## config.mk

```make
export PLATFORM = sky130hd
export DESIGN_NAME = quoted_argument_tokenizer
export DESIGN_NICKNAME = d
export VERILOG_FILES = /design/src/design/qat_pkg.sv /design/src/design/quoted_argument_tokenizer.sv /design/src/design/qat_scanner.sv /design/src/design/qat_result_reg.sv
export SDC_FILE = /design/constraint.sdc
export NUM_CORES = 1
export LEC_CHECK = 0
export BUFFER_PORTS_ARGS = -buffer_cell sky130_fd_sc_hd__buf_2
export CAP_MARGIN = 30
export CORE_ASPECT_RATIO = 1.2
export CORE_MARGIN = 2
export CORE_UTILIZATION = 46
export DETAILED_ROUTE_END_ITERATION = 12
export GPL_TIMING_DRIVEN = 0
export HOLD_SLACK_MARGIN = 0.05
export PLACE_DENSITY_LB_ADDON = 0.12
export SYNTH_ARGS = -nofsm -noshare
export SYNTH_HDL_FRONTEND = slang
export SYNTH_SLANG_ARGS = --single-unit
```

## constraint.sdc

```tcl
create_clock -name i_clk -period 5.4 [get_ports i_clk]
set_clock_uncertainty 0.1 [all_clocks]
set_input_delay 0.27 -clock i_clk [delete_from_list [all_inputs] [get_ports i_clk]]
set_output_delay 0.27 -clock i_clk [all_outputs]
set_load 0.1 [all_outputs]
```

## src/design/qat_pkg.sv

```systemverilog
// ----------------------------------------------------------------------------
// qat_pkg
// Shared types and character constants for the quoted argument tokenizer.
// ----------------------------------------------------------------------------
package qat_pkg;

    localparam logic [7:0] CH_DQ  = 8'h22;
    localparam logic [7:0] CH_SQ  = 8'h27;
    localparam logic [7:0] CH_BS  = 8'h5C;
    localparam logic [7:0] CH_TAB = 8'h09;
    localparam logic [7:0] CH_SP  = 8'h20;

    localparam int unsigned REG_KEEP_QUOTES = 0;

    // Scan mode of the tokenizer, one-hot coded.
    typedef enum logic [3:0] {
        MODE_IDLE  = 4'b0001,
        MODE_PLAIN = 4'b0010,
        MODE_DQ    = 4'b0100,
        MODE_SQ    = 4'b1000
    } t_mode;

    // One result item as it leaves the block.
    typedef struct packed {
        logic [7:0] out_byte;
        logic       byte_valid;
        logic       token_end;
        logic       line_end;
    } t_result;

    // Handoff from the scanner to the result register.
    typedef struct packed {
        logic    has_result;
        t_result result;
    } t_step_out;

endpackage

```

## src/design/quoted_argument_tokenizer.sv

```systemverilog
// ----------------------------------------------------------------------------
// quoted_argument_tokenizer
// Streaming command-line argument tokenizer, one byte per transfer.
// ----------------------------------------------------------------------------
// The block takes one byte per cycle unless the result register is stalled
// and full, and gives zero or one result per byte; each byte passes an input
// register, the classifier, and a result register. A byte that causes no
// result (a blank between tokens, or an opening quote while keep_quotes is
// clear) simply drops out of the pipe. Each result carries a token byte
// (byte_valid), a token_end flag that closes the current token, and a
// line_end flag on the result for the string terminator. Quoted tokens end
// only at their matching quote or the terminator, a backslash before a blank
// or quote makes it literal while both bytes are kept, and keep_quotes
// (register 0 on the APB port, byte address 0) selects whether enclosing
// quotes are passed on. Write keep_quotes only while no transfer is in flight.
// ----------------------------------------------------------------------------
module quoted_argument_tokenizer (
    input  logic        i_clk,
    input  logic        i_rst_n,

    // APB-style configuration port
    input  logic        psel,
    input  logic        penable,
    input  logic        pwrite,
    input  logic [2:0]  paddr,
    input  logic [31:0] pwdata,
    output logic [31:0] prdata,
    output logic        pready,

    // Input channel
    input  logic        i_in_valid,
    output logic        o_in_stall,
    input  logic [7:0]  i_char_in,
    input  logic        i_end_of_string,

    // Output channel
    output logic        o_out_valid,
    input  logic        i_out_stall,
    output logic [7:0]  o_out_byte,
    output logic        o_byte_valid,
    output logic        o_token_end,
    output logic        o_line_end
);

    // Configuration register. Registers are word spaced, so paddr[2] picks
    // the register and the low bits are the byte offset within it.
    logic r_keep_quotes;
    logic cfg_hit;

    assign pready  = 1'b1;
    assign cfg_hit = (paddr[2:2] == 1'(qat_pkg::REG_KEEP_QUOTES));
    assign prdata  = cfg_hit ? {31'd0, r_keep_quotes} : 32'd0;

    always_ff @(posedge i_clk) begin
        if (!i_rst_n) begin
            r_keep_quotes <= 1'b0;
        end else if (psel && penable && pwrite && pready && cfg_hit) begin
            r_keep_quotes <= pwdata[0];
        end
    end

    // Input register. It is refilled whenever its byte moves on to the
    // classifier, so the pipe takes a byte in every cycle unless the
    // result register is stalled and full.
    logic       r_in_valid;
    logic [7:0] r_char;
    logic       r_eos;
    logic       out_free;
    logic       advance;
    logic       in_accept;

    assign advance    = r_in_valid && out_free;
    assign o_in_stall = r_in_valid && !out_free;
    assign in_accept  = i_in_valid && !o_in_stall;

    always_ff @(posedge i_clk) begin
        if (!i_rst_n) begin
            r_in_valid <= 1'b0;
        end else if (!o_in_stall) begin
            r_in_valid <= i_in_valid;
        end
    end

    always_ff @(posedge i_clk) begin
        if (in_accept) begin
            r_char <= i_char_in;
            r_eos  <= i_end_of_string;
        end
    end

    // Classifier with the scan state; its state moves only when the byte
    // in the input register is consumed.
    qat_pkg::t_step_out step;

    qat_scanner u_scanner (
        .i_clk         (i_clk),
        .i_rst_n       (i_rst_n),
        .i_advance     (advance),
        .i_char        (r_char),
        .i_eos         (r_eos),
        .i_keep_quotes (r_keep_quotes),
        .o_step        (step)
    );

    // Result register, drained by the output handshake.
    qat_pkg::t_result result;

    qat_result_reg u_result_reg (
        .i_clk       (i_clk),
        .i_rst_n     (i_rst_n),
        .i_advance   (advance),
        .i_step      (step),
        .i_out_stall (i_out_stall),
        .o_free      (out_free),
        .o_out_valid (o_out_valid),
        .o_result    (result)
    );

    assign o_out_byte   = result.out_byte;
    assign o_byte_valid = result.byte_valid;
    assign o_token_end  = result.token_end;
    assign o_line_end   = result.line_end;

endmodule

```

## src/design/qat_scanner.sv

```systemverilog
// ----------------------------------------------------------------------------
// qat_scanner
// Holds scan mode and escape flag; classifies one byte per cycle on advance.
// ----------------------------------------------------------------------------
module qat_scanner (
    input  logic               i_clk,
    input  logic               i_rst_n,
    input  logic               i_advance,
    input  logic [7:0]         i_char,
    input  logic               i_eos,
    input  logic               i_keep_quotes,
    output qat_pkg::t_step_out o_step
);

    qat_pkg::t_mode r_mode;
    qat_pkg::t_mode n_mode;
    logic           r_esc;
    logic           n_esc;

    logic is_blank;
    logic is_quote;
    logic is_close;

    always_comb begin
        is_blank = i_char inside {qat_pkg::CH_SP, qat_pkg::CH_TAB};
        is_quote = i_char inside {qat_pkg::CH_DQ, qat_pkg::CH_SQ};
        is_close = ((r_mode == qat_pkg::MODE_DQ) && (i_char == qat_pkg::CH_DQ)) ||
                   ((r_mode == qat_pkg::MODE_SQ) && (i_char == qat_pkg::CH_SQ));
    end

    always_comb begin
        n_mode = r_mode;
        n_esc  = r_esc;
        o_step = '0;
        if (i_eos) begin
            o_step.has_result       = 1'b1;
            o_step.result.token_end = (r_mode != qat_pkg::MODE_IDLE);
            o_step.result.line_end  = 1'b1;
            n_mode = qat_pkg::MODE_IDLE;
            n_esc  = 1'b0;
        end else begin
            case (r_mode)
                qat_pkg::MODE_IDLE: begin
                    if (is_quote) begin
                        n_mode = (i_char == qat_pkg::CH_DQ) ? qat_pkg::MODE_DQ
                                                           : qat_pkg::MODE_SQ;
                        n_esc  = 1'b0;
                        if (i_keep_quotes) begin
                            o_step.has_result        = 1'b1;
                            o_step.result.out_byte   = i_char;
                            o_step.result.byte_valid = 1'b1;
                        end
                    end else if (!is_blank) begin
                        n_mode = qat_pkg::MODE_PLAIN;
                        n_esc  = (i_char == qat_pkg::CH_BS);
                        o_step.has_result        = 1'b1;
                        o_step.result.out_byte   = i_char;
                        o_step.result.byte_valid = 1'b1;
                    end
                end
                default: begin
                    // Inside a token. An escaped blank or quote is a literal byte.
                    if (r_esc && (is_blank || is_quote)) begin
                        n_esc = 1'b0;
                        o_step.has_result        = 1'b1;
                        o_step.result.out_byte   = i_char;
                        o_step.result.byte_valid = 1'b1;
                    end else if (i_char == qat_pkg::CH_BS) begin
                        n_esc = 1'b1;
                        o_step.has_result        = 1'b1;
                        o_step.result.out_byte   = i_char;
                        o_step.result.byte_valid = 1'b1;
                    end else if ((r_mode == qat_pkg::MODE_PLAIN) && is_blank) begin
                        n_esc  = 1'b0;
                        n_mode = qat_pkg::MODE_IDLE;
                        o_step.has_result       = 1'b1;
                        o_step.result.token_end = 1'b1;
                    end else if (is_close) begin
                        n_esc  = 1'b0;
                        n_mode = qat_pkg::MODE_IDLE;
                        o_step.has_result       = 1'b1;
                        o_step.result.token_end = 1'b1;
                        if (i_keep_quotes) begin
                            o_step.result.out_byte   = i_char;
                            o_step.result.byte_valid = 1'b1;
                        end
                    end else begin
                        n_esc = 1'b0;
                        o_step.has_result        = 1'b1;
                        o_step.result.out_byte   = i_char;
                        o_step.result.byte_valid = 1'b1;
                    end
                end
            endcase
        end
    end

    always_ff @(posedge i_clk) begin
        if (!i_rst_n) begin
            r_mode <= qat_pkg::MODE_IDLE;
            r_esc  <= 1'b0;
        end else if (i_advance) begin
            r_mode <= n_mode;
            r_esc  <= n_esc;
        end
    end

endmodule

```

## src/design/qat_result_reg.sv

```systemverilog
// ----------------------------------------------------------------------------
// qat_result_reg
// Output register that holds one result until the consumer takes it.
// ----------------------------------------------------------------------------
module qat_result_reg (
    input  logic               i_clk,
    input  logic               i_rst_n,
    input  logic               i_advance,
    input  qat_pkg::t_step_out i_step,
    input  logic               i_out_stall,
    output logic               o_free,
    output logic               o_out_valid,
    output qat_pkg::t_result   o_result
);

    logic             r_valid;
    qat_pkg::t_result r_result;

    // The register can take a new result when it is empty or is being drained.
    assign o_free      = !r_valid || !i_out_stall;
    assign o_out_valid = r_valid;
    assign o_result    = r_result;

    always_ff @(posedge i_clk) begin
        if (!i_rst_n) begin
            r_valid <= 1'b0;
        end else if (o_free) begin
            r_valid <= i_advance && i_step.has_result;
        end
    end

    always_ff @(posedge i_clk) begin
        if (o_free && i_advance && i_step.has_result) begin
            r_result <= i_step.result;
        end
    end

endmodule

```

# Yosys cells after proc, flatten, opt, wreduce, memory -nomap -nowiden
# Index checks and enable logic that the tools add are counted.
# Widths: inputs -> output; s select.
dict set report totals {
  mem_count 0
  ram_bits 0
  elab_cells 84
  inputBits 51
  mem_bits_ro 0
  output_inout_bits 46
  regBits 28
  latch_bits 0
}
dict set report classes {
  addsub 0
  shifts 0
  mul 0
  n_mux 34
  eq_ne 13
  div_mod_pow 0
  bitwise 1
  reduce_logical 25
  magnitude_cmp 0
}
# cell count
set op_table {}
lappend op_table {{$mux 10} 6}
lappend op_table {{$mux 4} 9}
lappend op_table {{$mux 9} 3}
lappend op_table {{$eq 8x6->1 const B} 3}
lappend op_table {{$mux 1} 16}
lappend op_table {{$logic_and 1x1->1} 13}
lappend op_table {{$eq 8x4->1 const B} 1}
lappend op_table {{$eq 8x7->1 const B} 1}
lappend op_table {{$ne 3x3->1 const B} 2}
lappend op_table {{$reduce_and 5->1} 1}
lappend op_table {{$eq 4x1->1 const B} 1}
lappend op_table {{$eq 4x2->1 const B} 1}
lappend op_table {{$eq 4x3->1 const B} 1}
lappend op_table {{$eq 4x4->1 const B} 1}
lappend op_table {{$logic_not 1->1} 4}
lappend op_table {{$ne 4x1->1 const B} 1}
lappend op_table {{$ne 4x4->1 const B} 1}
lappend op_table {{$reduce_bool 2->1} 2}
lappend op_table {{$reduce_bool 4->1} 1}
lappend op_table {{$logic_or 1x1->1} 3}
lappend op_table {{$reduce_and 2->1} 1}
lappend op_table {{$not 1->1} 1}

# Longest topological paths before layout
dict set report depth {
  word_depth 10
  depth_mapped 6
  ltp_nobuf 5
}

# Hierarchy
# Synthesis repeated with hierarchy kept, for this count alone.
dict set report hier_totals {
  hier_cells 132
  area_unflattened_um2 1527.7
}
# module area_per_inst_um2 instances cells_per_inst
set by_module_without_submodules {}
lappend by_module_without_submodules {quoted_argument_tokenizer 634.4 1 54}
lappend by_module_without_submodules {qat_scanner 516.7 1 62}
lappend by_module_without_submodules {qat_result_reg 376.6 1 16}

# Worst setup path before layout
# No wires, ideal clock.
dict set report synth_path {
  kind {flip-flop to flip-flop}
  from {register u_result_reg.r_valid, in the netlist u_result_reg.o_out_valid}
  to {register r_char[0] (enable)}
  stages_incl_launch_ff 3
  path_buffers 0
  synth_period_minus_slack_ps 2684
  t_arrival_ps 2241
  slack_ps 2716
  setup_ps 342
  path_cell_list {dfxtp_1 > and3_1 > nor2b_1}
}
dict set report synth_between {
  elab_chain_cells 6
}
# item line
set synth_rtl {}
lappend synth_rtl {{from (decl)} qat_result_reg.sv:16} ;# logic r_valid;
lappend synth_rtl {{from (signal assigned)} qat_result_reg.sv:28} ;# r_valid <= i_advance && i_step.has_result;
lappend synth_rtl {{$logic_not 1->1} qat_result_reg.sv:20} ;# assign o_free = !r_valid || !i_out_stall;
lappend synth_rtl {{$logic_or 1x1->1} qat_result_reg.sv:20}
lappend synth_rtl {{$logic_not 1->1} quoted_argument_tokenizer.sv:73} ;# assign o_in_stall = r_in_valid && !out_free;
lappend synth_rtl {{$logic_and 1x1->1} quoted_argument_tokenizer.sv:73}
lappend synth_rtl {{net o_in_stall} quoted_argument_tokenizer.sv:32} ;# output logic o_in_stall,
lappend synth_rtl {{$logic_not 1->1} --}
lappend synth_rtl {{$logic_and 1x1->1} quoted_argument_tokenizer.sv:74} ;# assign in_accept = i_in_valid && !o_in_stall;
lappend synth_rtl {{net in_accept} quoted_argument_tokenizer.sv:70} ;# logic in_accept;
lappend synth_rtl {{to (signal assigned)} quoted_argument_tokenizer.sv:86} ;# r_char <= i_char_in;
lappend synth_rtl {{to (decl)} quoted_argument_tokenizer.sv:66} ;# logic [7:0] r_char;
# The timed path passes the listed nets, and every way through them passes these cells.
# A chain may end at the register's enable or synchronous reset.

# Final worst setup path
dict set report layout_path {
  from {register r_char[4]}
  to {register u_result_reg.r_result (netlist bit u_result_reg.o_result[5]), data pin}
}
dict set report layout_between {
  elab_chain_cells 8
  elab_cells_between_ends 20
}
# item line
set layout_rtl {}
lappend layout_rtl {{$eq 8x6->1 (on tied branches)} {qat_scanner.sv:26, qat_scanner.sv:27, qat_scanner.sv:28}}
lappend layout_rtl {{$logic_and 1x1->1 (on tied branches)} {qat_scanner.sv:27, qat_scanner.sv:28}}
lappend layout_rtl {{$logic_or 1x1->1} qat_scanner.sv:27} ;# is_close = ((r_mode == qat_pkg::MODE_DQ) && (i_char == qat_pkg::CH_DQ)) ||
lappend layout_rtl {{$mux 9} qat_scanner.sv:78} ;# end else if (is_close) begin
lappend layout_rtl {{$mux 9} qat_scanner.sv:73} ;# end else if ((r_mode == qat_pkg::MODE_PLAIN) && is_blank) begin
lappend layout_rtl {{$mux 10} qat_scanner.sv:68} ;# end else if (i_char == qat_pkg::CH_BS) begin
lappend layout_rtl {{$mux 10} qat_scanner.sv:63} ;# if (r_esc && (is_blank || is_quote)) begin
lappend layout_rtl {{$mux 10 *} qat_scanner.sv:42} ;# case (r_mode)
lappend layout_rtl {{to (signal assigned)} qat_result_reg.sv:34} ;# r_result <= i_step.result;
lappend layout_rtl {{to (decl)} qat_result_reg.sv:17} ;# qat_pkg::t_result r_result;
# Mark *: on every way between the ends. The rest lies on a longest branch, timed or not.

==> results.yml <==
power_and_ir_drop:
  p_leak_nw: 0.898
  p_per_area_mw_per_mm2: 312
  ir_drop_uv: 200
sta:
  min_period_ns: 2.24
  slew-limit-headroom_pct: 48.1
  max_freq_mhz: 446
  final.setup.tns_ns: 0
  whs_ns: 0.0629
  finalHoldViolations: 0
  setup_violations: 0
  period_share_pct: 41.5
  max_slew.worst_pin.slew_ns: 0.768
  maxSlewViolCount: 0
  rsz0062_at_grt: "false"
synth:
  syn-instance-count: 145
  synthTopCellsByArea: "edfxtp_1, buf_4, dfxtp_1"
  syn_area_mm2: 0.00156
  syn_area_per_cell_um2: 10.8
  yosys.area.top_type_share_pct: 38.4
  yosys.area.top_type: "edfxtp_1"
  synth_seq_cells: 28
  async_flop_share_pct: 0
  synth_flop_cell: "edfxtp_1"
  synth-edff-count: 20
  yosysWarnings: 0
  ys_types: 42
  ys_seq_area_share_pct: 48.6
setup_path:
  regToRegEndpoint: "u_result_reg.o_result[5]"
  cp_slowest_cell: "edfxtp_1"
  startpoint_type: "flip-flop"
  crit_required_ns: 5.34
  rr_startpoint: "r_char[4]"
  crit_type: "flip-flop to flip-flop"
  crit_family: "simple AND/OR/NAND/NOR gates"
  endpoint_kind: "flip-flop"
  path_cells: "or3_4 > or2_1 > o32ai_2 > o32ai_1 > and2_1"
  critPathArrivalTime_ns: 2.18
  ff2ff_setup_slack_ns: 3.16
  critPathBufInv: 0
  rr_worst_depth: 5
  critPathMaxFanout: 4
  crit_path_max_incr_delay_ns: 0.43
global_route:
  grt_pass1_vias: 1041
  overflow: 0
  grt_max_degree: 17
  grt_use_total_pct: 15.3
  grt_first_pass_wirelength_mm: 4.62
  grt_antenna_before_repair: 0
floorplan:
  rows: 23
  io_pins: 97
  die_h_um: 67.9
  start_util_pct: 47.3
  core_area_mm2: 0.00331
  die_area_mm2: 0.00388
  die_w_um: 57.2
place:
  gp_congestion: 0.893
  placed_area_mm2: 0.00187
  detailedPlacementHpwl_mm: 2.42
  portBuffers: 30
routing:
  via_count: 1150
  wl_per_cell_um: 12.0
  wl_mm: 2.97
  postRouteAntennaNets: 0
  drtIter0Drc: 32
  first_pass_iters: 4
  avgViaCountPerCell: 4.66
  drc: 0
worst_hold_path:
  whs_endpoint: "r_char[5]"
  hp-start: "i_char_in[5]"
  hp-class: "input port to flip-flop"
  hold_depth: 1
clock_tree:
  postCtsSetupBuffers: 0
  cts.repair.resized: 0
  clock_tree.root_cell: "clkbuf_8"
  cts_num_sinks: 28
  cts_tree: "built"
  cts_buffers: 3
  cts.path.max_buffers: 2
  cts_max_level: 1
  holdBufCountCts: 0
  cts.clk_slew.worst_paths_ns: 0.10
  insertion_delay_ns: 0.27
flow_run:
  drv_cap: 0
final_layout:
  fill_cells: 287
  finish.net_count: 262
  antenna_cells: 0
  areaGrowthSynthToFinish_pct: 24.8
  fin_area_mm2: 0.00195
  layout-drive-gt1-share_pct: 35.2
  final_util_pct: 59.0
run_status:
  run_status: "completed"
[per-stage QoR]
stage | worst slack [ns] | std cells | power [W]
after floorplan | 2.72 | 175 | 0.000430
final | 3.16 | 247 | 0.000610
after detailed placement | 2.82 | 242 | 0.000448
after global routing | 3.05 | 247 | 0.000629
after CTS | 2.81 | 246 | 0.000611
after global placement | 2.86 | 242 | 0.000446
[placed cells by master, fill, tap and decap left out, types with 4 or more instances in the layout]
cell type,instances
nand2_1,10
buf_2,31
a21oi_1,4
edfxtp_1,20
nor2_1,5
and2_1,7
conb_1,32
dfxtp_1,8
buf_4,33
nor2b_1,6
[how the worst max path moves through the flow]
stage,startpoint,to,slack [ns],depth (start not counted)
after detailed placement,r_char[0],u_result_reg.o_result[7],2.82,5
after floorplan,u_result_reg.o_out_valid,r_char[0],2.72,2
after global placement,r_char[0],u_result_reg.o_result[9],2.86,5
after global routing,r_char[4],u_result_reg.o_result[5],3.05,5
final,r_char[4],u_result_reg.o_result[5],3.16,5
after CTS,r_char[0],u_result_reg.o_result[0],2.81,5
[layer usage]
layer	up-vias	routed length, µm	GRT usage, %	share of wire, %
li1	585	-	-	-
met1	520	1190	17.3	40
met2	41	1590	29.6	53
met3	4	161	2.46	5.4
met4	0	33	4.36	1.1
met5	-	0	0	0
[synthesized netlist by cell type (all sizes together), types with 2 or more instances]
master,count
mux2i,2
o21ai,4
nor2b,6
clkbuf,3
edfxtp,20
o32ai,4
dfxtp,8
o21a,3
inv,2
conb,2
nand2,10
nor3,3
nor4b,3
a21oi,4
nor2,5
nor4bb,2
or3,3
and2,7
buf,33
nand2b,3
[logic make-up after synthesis]
family / after synthesis / share of synthesized area, %
and+or+nand+nor: 51 / 20.6
buffers and inverters: 38 / 16.9
DFF: 28 / 48.6
AOI/OAI and AO/OA: 23 / 11.5
muxes: 2 / 1.28
other: 2 / 0.480
xor gates and xnor gates: 1 / 0.560
[area by class of cell]
cell class | count | area [µm²] | share of cell area (%)
tap | 37 | 46.3 | 2.37
clock buffer | 3 | 41.3 | 2.12
timing repair buffer | 31 | 158 | 8.08
sequential | 28 | 761 | 39.0
buffer | 36 | 256 | 13.1
multi-input combinational | 109 | 652 | 33.4
inverter | 2 | 7.51 | 0.385
clock inverter | 1 | 30.0 | 1.54
[power breakdown]
part	switching, W	internal (W)	total [W]
Combinational	0.000159	0.0000369	0.000195
Sequential	0.00000649	0.000243	0.000249
Clock	0.0000659	0.0000993	0.000165
Total	0.000231	0.000379	0.000610
[sequential cells by signal (all words and copies together) (netlist names)]
signal                    flops
r_in_valid                    1
u_result_reg.o_out_valid      1
u_result_reg.o_result        11
r_char                        8
r_keep_quotes                 1
u_scanner.r_mode              4
r_eos                         1
u_scanner.r_esc               1
No activity file was read; power rests on OpenSTA's default activity.
